[src/rtl/core/rotb_pkg.sv]
// Shared types and constants for the bilinear image rotation block.
// Used by every module under rtl/core; depends on nothing.
package rotb_pkg;

    localparam int MEM_AW  = 16;
    localparam int Q_DEPTH = 8;
    localparam int Q_AW    = 3;
    localparam int O_DEPTH = 8;
    localparam int O_AW    = 3;

    localparam logic CMD_WRITE = 1'b0;
    localparam logic CMD_READ  = 1'b1;

    localparam logic [2:0] REG_SRC_WIDTH  = 3'd0;
    localparam logic [2:0] REG_SRC_HEIGHT = 3'd1;
    localparam logic [2:0] REG_DST_WIDTH  = 3'd2;
    localparam logic [2:0] REG_DST_HEIGHT = 3'd3;
    localparam logic [2:0] REG_COS        = 3'd4;
    localparam logic [2:0] REG_SIN        = 3'd5;

    localparam logic [31:0] WHITE = 32'hFFFF_FFFF;

    typedef struct packed {
        logic [8:0]  src_width;
        logic [8:0]  src_height;
        logic [9:0]  dst_width;
        logic [9:0]  dst_height;
        logic [15:0] cos_q14;
        logic [15:0] sin_q14;
    } rotb_cfg_t;

    // One classified item on its way from the front end to the pixel engine
    typedef struct packed {
        logic        cmd;
        logic        in_src;
        logic        lastc;
        logic        lastr;
        logic [7:0]  fv;
        logic [7:0]  fh;
        logic [MEM_AW-1:0] addr;
        logic [8:0]  stride;
        logic [31:0] pixel;
    } rotb_job_t;

endpackage

[src/rtl/core/rotb_front.sv]
// Front end: maps destination pixels back into the source, classifies them
// and forms the base memory address. Depends on rotb_pkg.
module rotb_front (
    input  logic               clk,
    input  logic               rst_n,
    input  logic               in_valid,
    input  logic               cmd,
    input  logic [15:0]        src_index,
    input  logic [31:0]        pixel_in,
    input  logic [8:0]         dst_row,
    input  logic [8:0]         dst_col,
    input  rotb_pkg::rotb_cfg_t cfg,
    output logic               out_valid,
    output rotb_pkg::rotb_job_t out_job,
    output logic [1:0]         busy
);
    import rotb_pkg::*;

    logic signed [18:0] x8;
    logic signed [18:0] y8;
    logic signed [34:0] xc_next;
    logic signed [34:0] ys_next;
    logic signed [34:0] yc_next;
    logic signed [34:0] xs_next;

    logic               s1_v_reg;
    logic               s1_cmd_reg;
    logic [15:0]        s1_idx_reg;
    logic [31:0]        s1_pix_reg;
    logic signed [34:0] s1_xc_reg;
    logic signed [34:0] s1_ys_reg;
    logic signed [34:0] s1_yc_reg;
    logic signed [34:0] s1_xs_reg;

    logic signed [35:0] sum_c;
    logic signed [35:0] sum_r;
    logic signed [23:0] col8;
    logic signed [23:0] row8;
    logic signed [23:0] colmax;
    logic signed [23:0] rowmax;
    logic               inside_next;

    logic               s2_v_reg;
    logic               s2_cmd_reg;
    logic [15:0]        s2_idx_reg;
    logic [31:0]        s2_pix_reg;
    logic               s2_inside_reg;
    logic               s2_lastc_reg;
    logic               s2_lastr_reg;
    logic [7:0]         s2_r_reg;
    logic [7:0]         s2_c_reg;
    logic [7:0]         s2_fv_reg;
    logic [7:0]         s2_fh_reg;

    logic [16:0]        row_base;
    rotb_job_t          job_next;
    logic               s3_v_reg;
    rotb_job_t          s3_job_reg;

    // Stage 1: centered Q.8 coordinates and the four rotation products
    assign x8 = $signed({2'b00, dst_col, 8'd0}) - $signed({2'b00, cfg.dst_width[9:1], 8'd0})
              + 19'sd128;
    assign y8 = $signed({2'b00, dst_row, 8'd0}) - $signed({2'b00, cfg.dst_height[9:1], 8'd0})
              + 19'sd128;
    assign xc_next = x8 * $signed(cfg.cos_q14);
    assign ys_next = y8 * $signed(cfg.sin_q14);
    assign yc_next = y8 * $signed(cfg.cos_q14);
    assign xs_next = x8 * $signed(cfg.sin_q14);

    always_ff @(posedge clk)
    begin
        s1_cmd_reg <= cmd;
        s1_idx_reg <= src_index;
        s1_pix_reg <= pixel_in;
        s1_xc_reg  <= xc_next;
        s1_ys_reg  <= ys_next;
        s1_yc_reg  <= yc_next;
        s1_xs_reg  <= xs_next;
    end

    // Stage 2: floor shift, source center offset, bounds check
    assign sum_c  = s1_xc_reg + s1_ys_reg;
    assign sum_r  = s1_yc_reg - s1_xs_reg;
    assign col8   = $signed(sum_c[35:14]) + $signed({8'd0, cfg.src_width[8:1], 8'd0})
                  - 24'sd128;
    assign row8   = $signed(sum_r[35:14]) + $signed({8'd0, cfg.src_height[8:1], 8'd0})
                  - 24'sd128;
    assign colmax = $signed({7'd0, cfg.src_width, 8'd0}) - 24'sd256;
    assign rowmax = $signed({7'd0, cfg.src_height, 8'd0}) - 24'sd256;
    assign inside_next = (col8 >= 24'sd0) && (row8 >= 24'sd0)
                      && (col8 <= colmax) && (row8 <= rowmax);

    always_ff @(posedge clk)
    begin
        s2_cmd_reg    <= s1_cmd_reg;
        s2_idx_reg    <= s1_idx_reg;
        s2_pix_reg    <= s1_pix_reg;
        s2_inside_reg <= inside_next;
        s2_lastc_reg  <= (col8 >= colmax);
        s2_lastr_reg  <= (row8 >= rowmax);
        s2_r_reg      <= row8[15:8];
        s2_c_reg      <= col8[15:8];
        s2_fv_reg     <= row8[7:0];
        s2_fh_reg     <= col8[7:0];
    end

    // Stage 3: linear address of the top-left neighbor for reads, source index for writes
    assign row_base = s2_r_reg * cfg.src_width;

    always_comb
    begin
        job_next.cmd    = s2_cmd_reg;
        job_next.in_src = s2_inside_reg;
        job_next.lastc  = s2_lastc_reg;
        job_next.lastr  = s2_lastr_reg;
        job_next.fv     = s2_fv_reg;
        job_next.fh     = s2_fh_reg;
        job_next.stride = cfg.src_width;
        job_next.pixel  = s2_pix_reg;
        if (s2_cmd_reg == CMD_WRITE)
        begin
            job_next.addr = s2_idx_reg;
        end
        else
        begin
            job_next.addr = row_base[MEM_AW-1:0] + {8'd0, s2_c_reg};
        end
    end

    always_ff @(posedge clk)
    begin
        s3_job_reg <= job_next;
    end

    always_ff @(posedge clk or negedge rst_n)
    begin
        if (!rst_n)
        begin
            s1_v_reg <= 1'b0;
            s2_v_reg <= 1'b0;
            s3_v_reg <= 1'b0;
        end
        else
        begin
            s1_v_reg <= in_valid;
            s2_v_reg <= s1_v_reg;
            s3_v_reg <= s2_v_reg;
        end
    end

    assign out_valid = s3_v_reg;
    assign out_job   = s3_job_reg;
    assign busy      = 2'({1'b0, s1_v_reg} + {1'b0, s2_v_reg} + {1'b0, s3_v_reg});

endmodule

[config.mk]
export PLATFORM = sky130hd
export DESIGN_NAME = rotb_front
export DESIGN_NICKNAME = d
export VERILOG_FILES = /design/src/rtl/core/rotb_pkg.sv /design/src/rtl/core/rotb_front.sv
export SDC_FILE = /design/constraint.sdc
export NUM_CORES = 2
export LEC_CHECK = 0
export ABC_CLOCK_PERIOD_IN_PS = 17000
export BUFFER_PORTS_ARGS = -buffer_cell sky130_fd_sc_hd__buf_2
export CAP_MARGIN = 20
export CORE_MARGIN = 2
export CORE_UTILIZATION = 65
export CTS_CLUSTER_DIAMETER = 40
export DETAILED_ROUTE_END_ITERATION = 8
export HOLD_SLACK_MARGIN = 0.1
export PLACE_DENSITY = 0.84
export SLEW_MARGIN = 10
export SYNTH_ARGS = -nofsm -noshare
export SYNTH_HDL_FRONTEND = slang
export SYNTH_SLANG_ARGS = --single-unit
[constraint.sdc]
create_clock -name clk -period 17 [get_ports clk]
set_input_delay 1.7 -clock clk [delete_from_list [all_inputs] [get_ports clk]]
set_output_delay 1.7 -clock clk [all_outputs]
set_load 0.005 [all_outputs]
==> flow_metrics.py <==
metrics = {
    "status": {
        "status": "finished, final reports clean",
    },
    "worst_setup_path": {
        "path_max_fanout": 40,
        "critical_path_buf_inv_count": 7,
        "slowest_stage": "a21boi_0",
        "worstSetupPathType": "primary input to flip-flop",
        "cp-end-kind": "flip-flop",
        "cp.required_ns": 17.52,
        "max_stage_delay_ns": 0.89,
        "ff2ff_path_depth": 29,
        "path_delay_family": "compound AO/OA/AOI/OAI gates",
        "r2r_slack_ns": 9.47,
        "arrival_ns": 10.90,
        "path_common_cell": "fa_1",
        "timing.rr.start": "s1_yc_reg[7]",
        "worst_setup_path_start_kind": "primary input",
        "worst_r2r_endpoint": "s2_inside_reg",
    },
    "cts": {
        "h-tree-depth": 2,
        "worstSkewPairLatency_ns": 0.61,
        "cts_resized": 0,
        "numCtsBuffers": 45,
        "clk_pin_slew_ns": 0.06,
        "clock_sink_count": 323,
        "tritoncts": "done",
        "cts-root-buf": "clkbuf_16",
        "cts_setup_buffers": 0,
        "clockBufferDepth": 3,
        "postCtsHoldBufs": 0,
    },
    "finish": {
        "nets": 6483,
        "fin_util_pct": 70.6,
        "synthToLayoutAreaGrowth_pct": 7.71,
        "multi_input_area_um2": 34500,
        "regArea_um2": 6480,
        "largest_register_ff_count": 77,
        "filler_cell_count": 4976,
        "drive_gt1_share_pct": 7.56,
    },
    "synth": {
        "syn-mean-instance-area_um2": 9.34,
        "yosys.area.top_type": "fa_1",
        "synth.most_common_cell": "inv_1",
        "synth_top_area_share_pct": 36.4,
        "synth.area.mux_share_pct": 0.480,
        "synth-simple-area-share_pct": 12.9,
        "async_flop_share_pct": 0.929,
        "synth-xor-area-share_pct": 5.20,
        "synth_area_um2": 45800,
        "yosysSeqAreaShare_pct": 14.1,
        "synthAdderAreaFrac_pct": 49.5,
        "ys_types": 76,
        "synth_edf_count": 0,
        "synth_compound_area_share_pct": 6.97,
        "synth_cells": 4907,
        "syn_nets": 6359,
        "synth_top_cells_by_count": "inv_1, fa_1, ha_1",
        "synth-main-ff-cell": "dfxtp_1",
        "synth_top_family_by_area": "adder cells",
        "synthTopCellsByArea": "fa_1, dfxtp_1, ha_1, inv_1, xnor2_1",
        "ys_ff_latch": 323,
        "yosysWarnings": 0,
    },
    "sta": {
        "period_needed_ns": 10.38,
        "fmaxAchievable_mhz": 96.3,
        "hold_violations": 0,
        "fin_tns_setup_ns": 0,
        "setup_violations": 0,
        "rsz0062_at_grt": "no",
        "final.setup_skew_ns": 0.0299,
        "worst_pin_slew_ns": 1.12,
        "slew_headroom_pct": 24.8,
        "slew_viol_final": 0,
        "fin_crit_sh_pct": 61.1,
    },
    "hold_path": {
        "hold_class": "flip-flop to flip-flop",
        "hold_end": "out_job[63]",
        "min_path_cells": 0,
        "hp-start": "s2_fh_reg[6]",
    },
    "placement": {
        "place.gp.congestion": 0.925,
        "port_buffers": 217,
        "dpl.hpwl_mm": 82.7,
    },
    "die": {
        "initial_core_util_pct": 65.6,
        "rows": 97,
        "die_y_um": 270,
        "core_area_um2": 69900,
        "io_pins": 220,
        "fp.dieW_um": 270,
        "die_area_um2": 72700,
    },
    "job": {
        "maxCapViolCount": 0,
    },
    "drt": {
        "routed_wl_mm": 107,
        "vias": 33556,
        "via_per_inst": 5.58,
        "dr.pass1.iters": 7,
        "drt-initial-drc-count": 2024,
        "drtAntennaViolNets": 0,
        "wl_per_cell_um": 17.8,
        "drc": 0,
    },
    "global_routing": {
        "grt_pass1_wl_mm": 179,
        "grtUsageTotal_pct": 30.6,
        "grt_max_degree": 41,
        "grt_pass1_vias": 36643,
        "grt-ovfl-total": 0,
        "antenna_found_initial": 9,
    },
}
stage by stage:
step	worst slack (ns)	cells	instance area, um2	hold WS [ns]
floorplan	7.76	4907	45800	0.310
global placement	6.37	5924	47700	0.310
detailed placement	6.18	5924	47700	0.312
CTS	6.73	6007	49400	0.320
global route	6.14	6009	49400	0.316
finish	6.62	6010	49400	0.318
routing by layer:
| metal | GRT usage (%) | vias up | share of wire (%) |
|---|---|---|---|
| li1 | - | 15153 | - |
| met1 | 35.9 | 16738 | 37 |
| met2 | 53.4 | 1278 | 50 |
| met3 | 5.78 | 375 | 7.7 |
| met4 | 16.0 | 12 | 5.7 |
| met5 | 0 | - | 0.073 |
final cells by class:
type | instances | share of cell area, %
clock inverters | 31 | 0.869
repair buffers | 240 | 2.55
multi-input cells | 3265 | 69.9
flip-flops and latches | 323 | 13.1
diodes | 3 | 0.0152
well taps | 940 | 2.38
clock buffers | 52 | 2.42
inverters | 1156 | 8.79
worst max-delay path by stage:
stage	from	end	slack [ns]	depth (start not counted)
global route	cfg[34]	s1_ys_reg[34]	6.14	33
global placement	cfg[34]	s1_ys_reg[34]	6.37	33
CTS	cfg[34]	s1_ys_reg[34]	6.73	33
floorplan	cfg[34]	s1_yc_reg[33]	7.76	30
finish	cfg[34]	s1_ys_reg[34]	6.62	33
detailed placement	cfg[34]	s1_ys_reg[34]	6.18	33
placed cells by master, fill, tap and decap left out, types with 71 or more instances in the layout:
master / count
a21oi_1: 134
and2_1: 241
buf_2: 217
dfxtp_1: 320
fa_1: 833
ha_1: 478
inv_1: 1156
nand2_1: 404
nand3_1: 77
nor2_1: 149
nor2b_1: 96
o21ai_0: 80
xnor2_1: 194
xor2_1: 71
worst reg2reg max path, delay by kind of cell, from the launching register on:
family | cells | cell delay, ns
AOI/OAI and AO/OA | 13 | 3.05
xor gates and xnor gates | 1 | 0.15
adders and majority gates | 5 | 1.58
buffers and inverters | 1 | 0.04
DFF | 1 | 0.33
and+or+nand+nor | 9 | 2.33
logic make-up (layout without fill, tap and decap cells):
| logic type | after synthesis | in the layout |
|---|---|---|
| xor gates and xnor gates | 272 | 272 |
| muxes | 20 | 20 |
| buffers and inverters | 1319 | 1479 |
| DFF | 323 | 323 |
| other | 0 | 3 |
| AOI/OAI and AO/OA | 476 | 476 |
| adders and majority gates | 1312 | 1312 |
| and+or+nand+nor | 1185 | 1185 |
Power is not shown: default switching activity piles up to over one toggle a cycle in this logic, so the estimate is an artifact.
