## src/rtl/core/rotb_pkg.sv

```systemverilog
// Shared types and constants for the bilinear image rotation block.
// Used by every module under rtl/core; depends on nothing.
package rotb_pkg;

    localparam int MEM_AW  = 16;
    localparam int Q_DEPTH = 8;
    localparam int Q_AW    = 3;
    localparam int O_DEPTH = 8;
    localparam int O_AW    = 3;

    localparam logic CMD_WRITE = 1'b0;
    localparam logic CMD_READ  = 1'b1;

    localparam logic [2:0] REG_SRC_WIDTH  = 3'd0;
    localparam logic [2:0] REG_SRC_HEIGHT = 3'd1;
    localparam logic [2:0] REG_DST_WIDTH  = 3'd2;
    localparam logic [2:0] REG_DST_HEIGHT = 3'd3;
    localparam logic [2:0] REG_COS        = 3'd4;
    localparam logic [2:0] REG_SIN        = 3'd5;

    localparam logic [31:0] WHITE = 32'hFFFF_FFFF;

    typedef struct packed {
        logic [8:0]  src_width;
        logic [8:0]  src_height;
        logic [9:0]  dst_width;
        logic [9:0]  dst_height;
        logic [15:0] cos_q14;
        logic [15:0] sin_q14;
    } rotb_cfg_t;

    // One classified item on its way from the front end to the pixel engine
    typedef struct packed {
        logic        cmd;
        logic        in_src;
        logic        lastc;
        logic        lastr;
        logic [7:0]  fv;
        logic [7:0]  fh;
        logic [MEM_AW-1:0] addr;
        logic [8:0]  stride;
        logic [31:0] pixel;
    } rotb_job_t;

endpackage

```

## src/rtl/core/rotb_queue.sv

```systemverilog
// Short queue of classified items between the front end and the pixel engine.
// Depends on rotb_pkg.
module rotb_queue (
    input  logic                clk,
    input  logic                rst_n,
    input  logic                wr,
    input  rotb_pkg::rotb_job_t wr_job,
    input  logic                rd,
    output logic                rd_valid,
    output rotb_pkg::rotb_job_t rd_job,
    output logic [rotb_pkg::Q_AW:0] count
);
    import rotb_pkg::*;

    rotb_job_t       slot_reg [Q_DEPTH];
    logic [Q_AW-1:0] wptr_reg;
    logic [Q_AW-1:0] rptr_reg;
    logic [Q_AW:0]   cnt_reg;
    logic [Q_AW:0]   cnt_next;

    always_ff @(posedge clk)
    begin
        if (wr)
        begin
            slot_reg[wptr_reg] <= wr_job;
        end
    end

    always_comb
    begin
        cnt_next = cnt_reg;
        if (wr && !rd)
        begin
            cnt_next = cnt_reg + 1'b1;
        end
        else if (rd && !wr)
        begin
            cnt_next = cnt_reg - 1'b1;
        end
    end

    always_ff @(posedge clk or negedge rst_n)
    begin
        if (!rst_n)
        begin
            wptr_reg <= '0;
            rptr_reg <= '0;
            cnt_reg  <= '0;
        end
        else
        begin
            if (wr)
            begin
                wptr_reg <= wptr_reg + 1'b1;
            end
            if (rd)
            begin
                rptr_reg <= rptr_reg + 1'b1;
            end
            cnt_reg <= cnt_next;
        end
    end

    assign rd_valid = (cnt_reg != '0);
    assign rd_job   = slot_reg[rptr_reg];
    assign count    = cnt_reg;

endmodule

```

## config.mk

```make
export PLATFORM = sky130hd
export DESIGN_NAME = rotb_queue
export DESIGN_NICKNAME = d
export VERILOG_FILES = /design/src/rtl/core/rotb_pkg.sv /design/src/rtl/core/rotb_queue.sv
export SDC_FILE = /design/constraint.sdc
export NUM_CORES = 1
export LEC_CHECK = 0
export ABC_CLOCK_PERIOD_IN_PS = 9100
export BUFFER_PORTS_ARGS = -buffer_cell sky130_fd_sc_hd__buf_2
export CORE_MARGIN = 5
export CORE_UTILIZATION = 55
export DETAILED_ROUTE_END_ITERATION = 16
export PLACE_DENSITY_LB_ADDON = 0.25
export SETUP_SLACK_MARGIN = 0.05
export SLEW_MARGIN = 10
export SYNTH_ARGS = -nofsm -noshare
export SYNTH_HDL_FRONTEND = slang
export SYNTH_SLANG_ARGS = --single-unit
```

## constraint.sdc

```tcl
create_clock -name clk -period 9.1 [get_ports clk]
set_input_delay 0.91 -clock clk [delete_from_list [all_inputs] [get_ports clk]]
set_output_delay 0.91 -clock clk [all_outputs]
set_load 0.05 [all_outputs]
```

==> run metrics, run 1 <==
Most used DFF post-synth edfxtp_1; count leader, synth edfxtp_1; worst-path fanout max 46; crit path DAT roughly 3.9 ns; CTS resizes 0; top cells by area, synth edfxtp_1, mux4_1, mux4_2, mux2_2, dfrtp_1; largest net degree at the start of global routing 73; Post-synth top cells edfxtp_1, mux4_1, mux2_2; Clock Skews 0.0144 ns; CTS clk-pin slew, worst paths roughly 0.060 ns; DR vias/cell roughly 5.8; RSZ-0062 raised after global routing no; HPWL after DPL ~23000 microns; Worst Setup End Kind output pin; initial core utilization 0.558; Syn Nets between 1000 and 1500; max reg flops 616; Worst Reg-to-Reg Cells 3; I/O pin cnt 163; TNS Setup 0 ns; Worst-Skew Late Latency around 0.60 ns; nets around 1200; final number of hold-violating endpoints 0; Static Leakage a little over 9 nW; core box area 43200 sq um; r2r endpoint slot_reg[4][37]; final period utilization 0.532; post-synth top area share 0.768; maxcap violations 0; Tot GR Track Use 0.187; worst r2r src wptr_reg[1]; sequential area share after synthesis 0.778; DP Area roughly 26000 sq um; Die W 219 microns; Worst Setup Path Type register to output pin; WL final about 44000 microns; DRT iter0 DRCs ~790; Root Buffer clkbuf_16; Clock Tree Buf Depth 3; worst-margin pin slew between 1 and 1.5 ns; Power Dens Cells 346 nW/um^2; number of fill cells 2919; via count 10300; Yosys top cell by area edfxtp_1; finished layout cell area roughly 27000 sq um; Max Clk Rate 207 MHz; routability cong. ~0.69; outcome finished clean; Rows 76; R2R Setup Slk between 6 and 7 ns; Residual DRC 0; Die Y 219 microns; Max-slew headroom 0.267; TritonCTS clock tree done; die area slightly below 50000 sq um; share of cells above drive strength 1 0.341; first-pass GRT wire length 66800 microns; Post-synth ARST share 0.0160; required time of the critical path roughly 8 ns; count of final setup violators 0; cell count after synthesis around 950; VDD IR max approximately 330 uV; Hold Path Class input port to async pin; DR pass1 iterations 5; postcts setup bufs 0; max-slew violation count 0; vias in the first global route between 10000 and 15000; depth of the CTS H-tree 2; routed len/inst approximately 25 microns; cell area after synthesis between 20000 and 25000 sq um; Port Buffers roughly 160; Yosys reg bits 626; Netlist cell types 27; hold_buf cts 0; post-route ant nets 0; CP startpoint kind register; CTS sink count 626; Avg Cell Area, Syn roughly 25 sq um; yosys warns 0; Overflow after GRT 0; TritonCTS buffer count between 50 and 60; fin crit period between 4 and 5 ns; number of synthesized flops with an enable pin just over 600; initial antenna violation count 10; P&R area growth vs syn 13.6%
-- critical path, stage by stage, from the launching register on --
cell,delay (ns)
dfrtp_4,0.99
buf_4,0.46
buf_4,0.67
mux4_1,0.65
mux2_2,0.31
buf_2,0.22
-- kinds of logic (layout without fill, tap and decap cells) --
| logic type | Yosys count | after routing | synth area share |
|---|---|---|---|
| AO/OA/AOI/OAI | 6 | 6 | 0.00171 |
| XOR/XNOR | 6 | 6 | 0.00218 |
| adder cells (fa/ha/maj) | 6 | 6 | 0.00343 |
| buffers and inverters | 46 | 293 | 0.0127 |
| flip-flops | 626 | 626 | 0.778 |
| multiplexers | 235 | 235 | 0.197 |
| other | 0 | 4 | 0 |
| AND/OR/NAND/NOR | 24 | 24 | 0.00488 |
-- metrics by stage --
step / power [W] / hold WS (ns) / utilization / setup slack [ns] / cells
after floorplan: 0.00656 / 0.517 / - / 2.27 / 949
final: 0.00947 / 0.168 / 0.634 / 4.26 / 1785
after detailed placement: 0.00733 / 0.521 / 0.592 / 4.79 / 1672
after global placement: 0.00729 / 0.519 / 0.592 / 4.82 / 1672
after CTS: 0.00962 / 0.133 / 0.633 / 4.14 / 1781
after global routing: 0.00989 / 0.154 / 0.633 / 4.01 / 1783
-- worst max-delay path by stage --
stage / from / to / depth (start not counted)
final: rptr_reg[0] / rd_job[25] / 5
after global routing: rptr_reg[0] / rd_job[25] / 5
after CTS: rptr_reg[0] / rd_job[25] / 5
after detailed placement: rptr_reg[0] / rd_job[25] / 5
after global placement: rptr_reg[0] / rd_job[24] / 5
after floorplan: wr / slot_reg[0][0] / 2
-- power breakdown --
part | switching, W | internal (W)
combinational | 0.00218 | 0.00119
clock | 0.000982 | 0.00130
sequential | 0.000199 | 0.00362
total | 0.00336 | 0.00611
-- layout make-up --
| type | count | area, sq um | share of cell area |
|---|---|---|---|
| sequential | 626 | 18800 | 0.686 |
| antenna | 4 | 10.0 | 0.000366 |
| multi-input combinational | 277 | 5080 | 0.186 |
| inverter | 2 | 7.51 | 0.000274 |
| clock buffer | 71 | 1520 | 0.0556 |
| tap | 585 | 732 | 0.0268 |
| timing repair buffer | 182 | 961 | 0.0351 |
| clock inverter | 38 | 278 | 0.0102 |
-- per-layer routing --
layer / track usage / vias to the layer above / share of wire
li1: - / 4583 / -
met1: 0.251 / 5441 / 0.41
met2: 0.314 / 226 / 0.52
met3: 0.0408 / 72 / 0.052
met4: 0.0507 / 12 / 0.021
met5: 0 / - / 0.0015
-- placed cells by master, fill, tap and decap left out, types with 3 or more instances in the layout --
cell type / synthesis / final
bufinv_16: 0 / 4
clkinv_1: 0 / 21
diode_2: 0 / 4
clkbuf_1: 15 / 12
edfxtp_1: 616 / 616
buf_4: 0 / 20
mux4_2: 59 / 59
dfrtp_1: 10 / 7
clkbuf_16: 0 / 59
clkinv_2: 0 / 9
nand2b_1: 3 / 3
nand2_1: 6 / 6
mux2_2: 80 / 80
inv_6: 0 / 3
buf_2: 4 / 162
nor2_4: 0 / 6
dfrtp_4: 0 / 3
ha_1: 5 / 5
xnor2_1: 4 / 4
mux4_1: 95 / 95
Power figures use the tool's default switching activity.
==> run 2: changes to the inputs <==
--- a/config.mk
+++ b/config.mk
@@ -5,10 +5,11 @@
 export SDC_FILE = /design/constraint.sdc
 export NUM_CORES = 1
 export LEC_CHECK = 0
-export ABC_CLOCK_PERIOD_IN_PS = 9100
+export ABC_AREA = 1
+export ABC_CLOCK_PERIOD_IN_PS = 4340
 export BUFFER_PORTS_ARGS = -buffer_cell sky130_fd_sc_hd__buf_2
 export CORE_MARGIN = 5
-export CORE_UTILIZATION = 55
+export CORE_UTILIZATION = 54
 export DETAILED_ROUTE_END_ITERATION = 16
 export PLACE_DENSITY_LB_ADDON = 0.25
 export SETUP_SLACK_MARGIN = 0.05
==> constraint.sdc (replaced) <==
create_clock -name clk -period 4.34 [get_ports clk]
set_input_delay 0.434 -clock clk [delete_from_list [all_inputs] [get_ports clk]]
set_output_delay 0.434 -clock clk [all_outputs]
set_load 0.05 [all_outputs]
==> run 2 against run 1 <==
Compared with the run above: global-route usage rose by 3.3 points; via count rose by 54%; first-iteration DRC count grew 76%; synthesized cell count is 120% higher; flip-flop and latch count unchanged; sequential share of layout area is 2.5 points lower; utilization down 1.1 points; worst setup slack worse by 3.6 ns; sequential power is 100% higher; area after synthesis grew 3.7%; critical path type unchanged; critical endpoint is now rd_job[0].
==> run metrics, run 2 <==
Post-synth top cells nand2_1, edfxtp_1, o21ai_0; commonest non-fill, non-tap cell in the layout nand2_1; finished layout cell area 28400 sq um (+3.7%); Yosys top cell by area edfxtp_1; DP Area 26400 sq um (+3.3%); WHS Path Cells 1; Avg Cell Area, Syn 11.8 sq um (-54%); hold_buf cts 1 (+1); number of synthesized flops with an enable pin 616 (unchanged); hold path start wr_job[67]; final number of hold-violating endpoints 0 (unchanged); HPWL after DPL 28700 microns (+23%); Hold Path Class input port to register; Max-slew headroom 0.372 (+0.105); Yosys reg bits 626 (unchanged); TritonCTS buffer count 61 (+3.4%); Worst Reg-to-Reg Cells 3 (unchanged); yosys warns 0 (unchanged); Overflow after GRT 0 (unchanged); Worst Setup End Kind output pin; RSZ-0062 raised after global routing no; die area 50600 sq um (+5.4%); initial core utilization 0.548 (-0.00989); Clock Tree Buf Depth 3 (unchanged); initial antenna violation count 11 (+1); core box area 45600 sq um (+5.6%); first-pass GRT wire length 87100 microns (+30%); Power Dens Cells 748 nW/um^2 (+120%); fin crit period 3.70 ns; post-route ant nets 0 (unchanged); post-synth top area share 0.741 (-0.0274); Root Buffer clkbuf_16; P&R area growth vs syn 13.6% (about the same); Most used DFF post-synth edfxtp_1; via count 15900 (+54%); DRT iter0 DRCs 1387 (+76%); dpl ws 1.34 ns (-3.45 ns); DR vias/cell 5.44 (-6.0%); Die Y 225 microns (+2.6%); count of final setup violators 0 (unchanged); sequential area share after synthesis 0.751 (-0.0278); Die W 225 microns (+2.6%); worst-path fanout max 92 (+100%); crit path DAT 3.27 ns (-0.66 ns); vias in the first global route 15500 (+41%); WL final 56200 microns (+26%); VDD IR max 660 uV (+99%); worst r2r src wptr_reg[0]; max reg flops 616 (unchanged); Residual DRC 0 (unchanged); Static Leakage 10.7 nW (+18%); max-slew violation count 0 (unchanged); I/O pin cnt 163 (unchanged); cell area after synthesis 25000 sq um (+3.7%); required time of the critical path 3.91 ns (-4.28 ns); Post-synth ARST share 0.0160 (unchanged); crit-path cells inv_4 > buf_12 > o21ai_0 > o21ai_0 > nand2_1 > nand2_1 > buf_2; DP Cell Count 2798 (+67%); cell count after synthesis 2124 (+120%); Crit path largest cell delay 0.70 ns (-0.29 ns); commonest cells after routing, fill and taps aside nand2_1, edfxtp_1, o21ai_0, buf_2, nor2_1; CP startpoint kind register; largest net degree at the start of global routing 175 (+140%); TritonCTS clock tree done; final period utilization 0.852; Max Clk Rate 270 MHz; final worst slack 0.641 ns (-3.62 ns); Critical Path Slowest Stage Cell dfrtp_4; Clock Skews 0.0163 ns (+0.00198 ns); CTS resizes 0 (unchanged); CTS sink count 626 (unchanged); number of fill cells 3426 (+17%); maxcap violations 0 (unchanged); postcts setup bufs 0 (unchanged); worst-margin pin slew 0.942 ns (-0.155 ns); top cells by area, synth edfxtp_1, nand2_1, o21ai_0, nor2_1, o21ai_1; DR pass1 iterations 5 (unchanged); Post-Layout Cell Count 2919 (+64%); Netlist cell types 20 (-26%); Syn Nets 2211 (+110%); Port Buffers 162 (unchanged); Tot GR Track Use 0.219 (+0.0326); CTS clk-pin slew, worst paths 0.06 ns (about the same); depth of the CTS H-tree 2 (unchanged); Pwr Total 0.0212 W (+120%); outcome finished clean; Rows 78 (+2.6%); Worst Setup Path Type register to output pin; nets 2349 (+90%); count leader, synth nand2_1; routed len/inst 19.2 microns (-23%); routability cong. 0.768 (+11%); TNS Setup 0 ns (unchanged); worst setup path start rptr_reg[1]; share of cells above drive strength 1 0.127 (-0.214); Worst-Skew Late Latency 0.61 ns (about the same)
run 2: cell count changes after synthesis, sizes merged, moves of 11 or more:
cell / change
inv: +11
nand2: +868
o21ai: +310
nor2: +159
buf: +39
clkbuf: +36
mux2: -80
mux4: -154
run 2: power by group:
part | switching, W | internal (W) | total, W | leakage, nW
Sequential | 0.000362 | 0.00733 | 0.00769 | 5.71
Combinational | 0.00651 | 0.00190 | 0.00841 | 4.06
Clock | 0.00214 | 0.00299 | 0.00513 | 0.966
Total | 0.00900 | 0.0122 | 0.0212 | 10.7
run 2: cells by family (layout without fill, tap and decap cells):
kind of cell	count (synthesis)	in the layout	share of synthesized area
buffers and inverters	132	322	0.0246
xor gates and xnor gates	5	5	0.00175
AOI/OAI and AO/OA	312	312	0.0625
and+or+nand+nor	1043	1043	0.157
other	0	5	0
adders and majority gates	6	6	0.00331
DFF	626	626	0.751
run 2: layout make-up:
class	instances	area [sq um]	share of cell area
multi-input combinational	1366	5670	0.200
clock inverter	38	324	0.0114
inverter	13	58.8	0.00207
clock buffer	77	1630	0.0574
tap	600	751	0.0265
timing repair buffer	194	1170	0.0411
sequential	626	18800	0.661
antenna	5	12.5	0.000441
run 2: worst max-delay path: cells and delay by family, from the launching register on:
family	cells	cell delay, ns
AO/OA/AOI/OAI	2	0.46
buffers and inverters	3	1.15
flip-flops	1	0.70
AND/OR/NAND/NOR	2	0.18
run 2: layer usage:
metal / part of all wire / track usage / up-vias
met5: 0.0015 / 0 / -
met4: 0.021 / 0.0625 / 14
met3: 0.070 / 0.0432 / 94
met2: 0.48 / 0.362 / 513
met1: 0.43 / 0.301 / 7703
li1: - / - / 7560
run 2: final timing paths:
check                                  end  slack (ns)
hold reg to reg                wptr_reg[0]        0.54
max in group asynchronous      rptr_reg[0]        3.78
min in group asynchronous      rptr_reg[2]        0.27
setup reg to reg            slot_reg[0][5]        2.14
hold / removal             slot_reg[2][67]        0.09
setup / recovery                 rd_job[0]        0.64
run 2: through the flow:
step	util	hold slack, ns
2_1_floorplan	-	0.138
3_3_place_gp	0.579	0.367
3_5_place_dp	0.579	0.363
4_1_cts	0.622	0.0474
5_1_grt	0.622	0.0676
6_report	0.622	0.0877
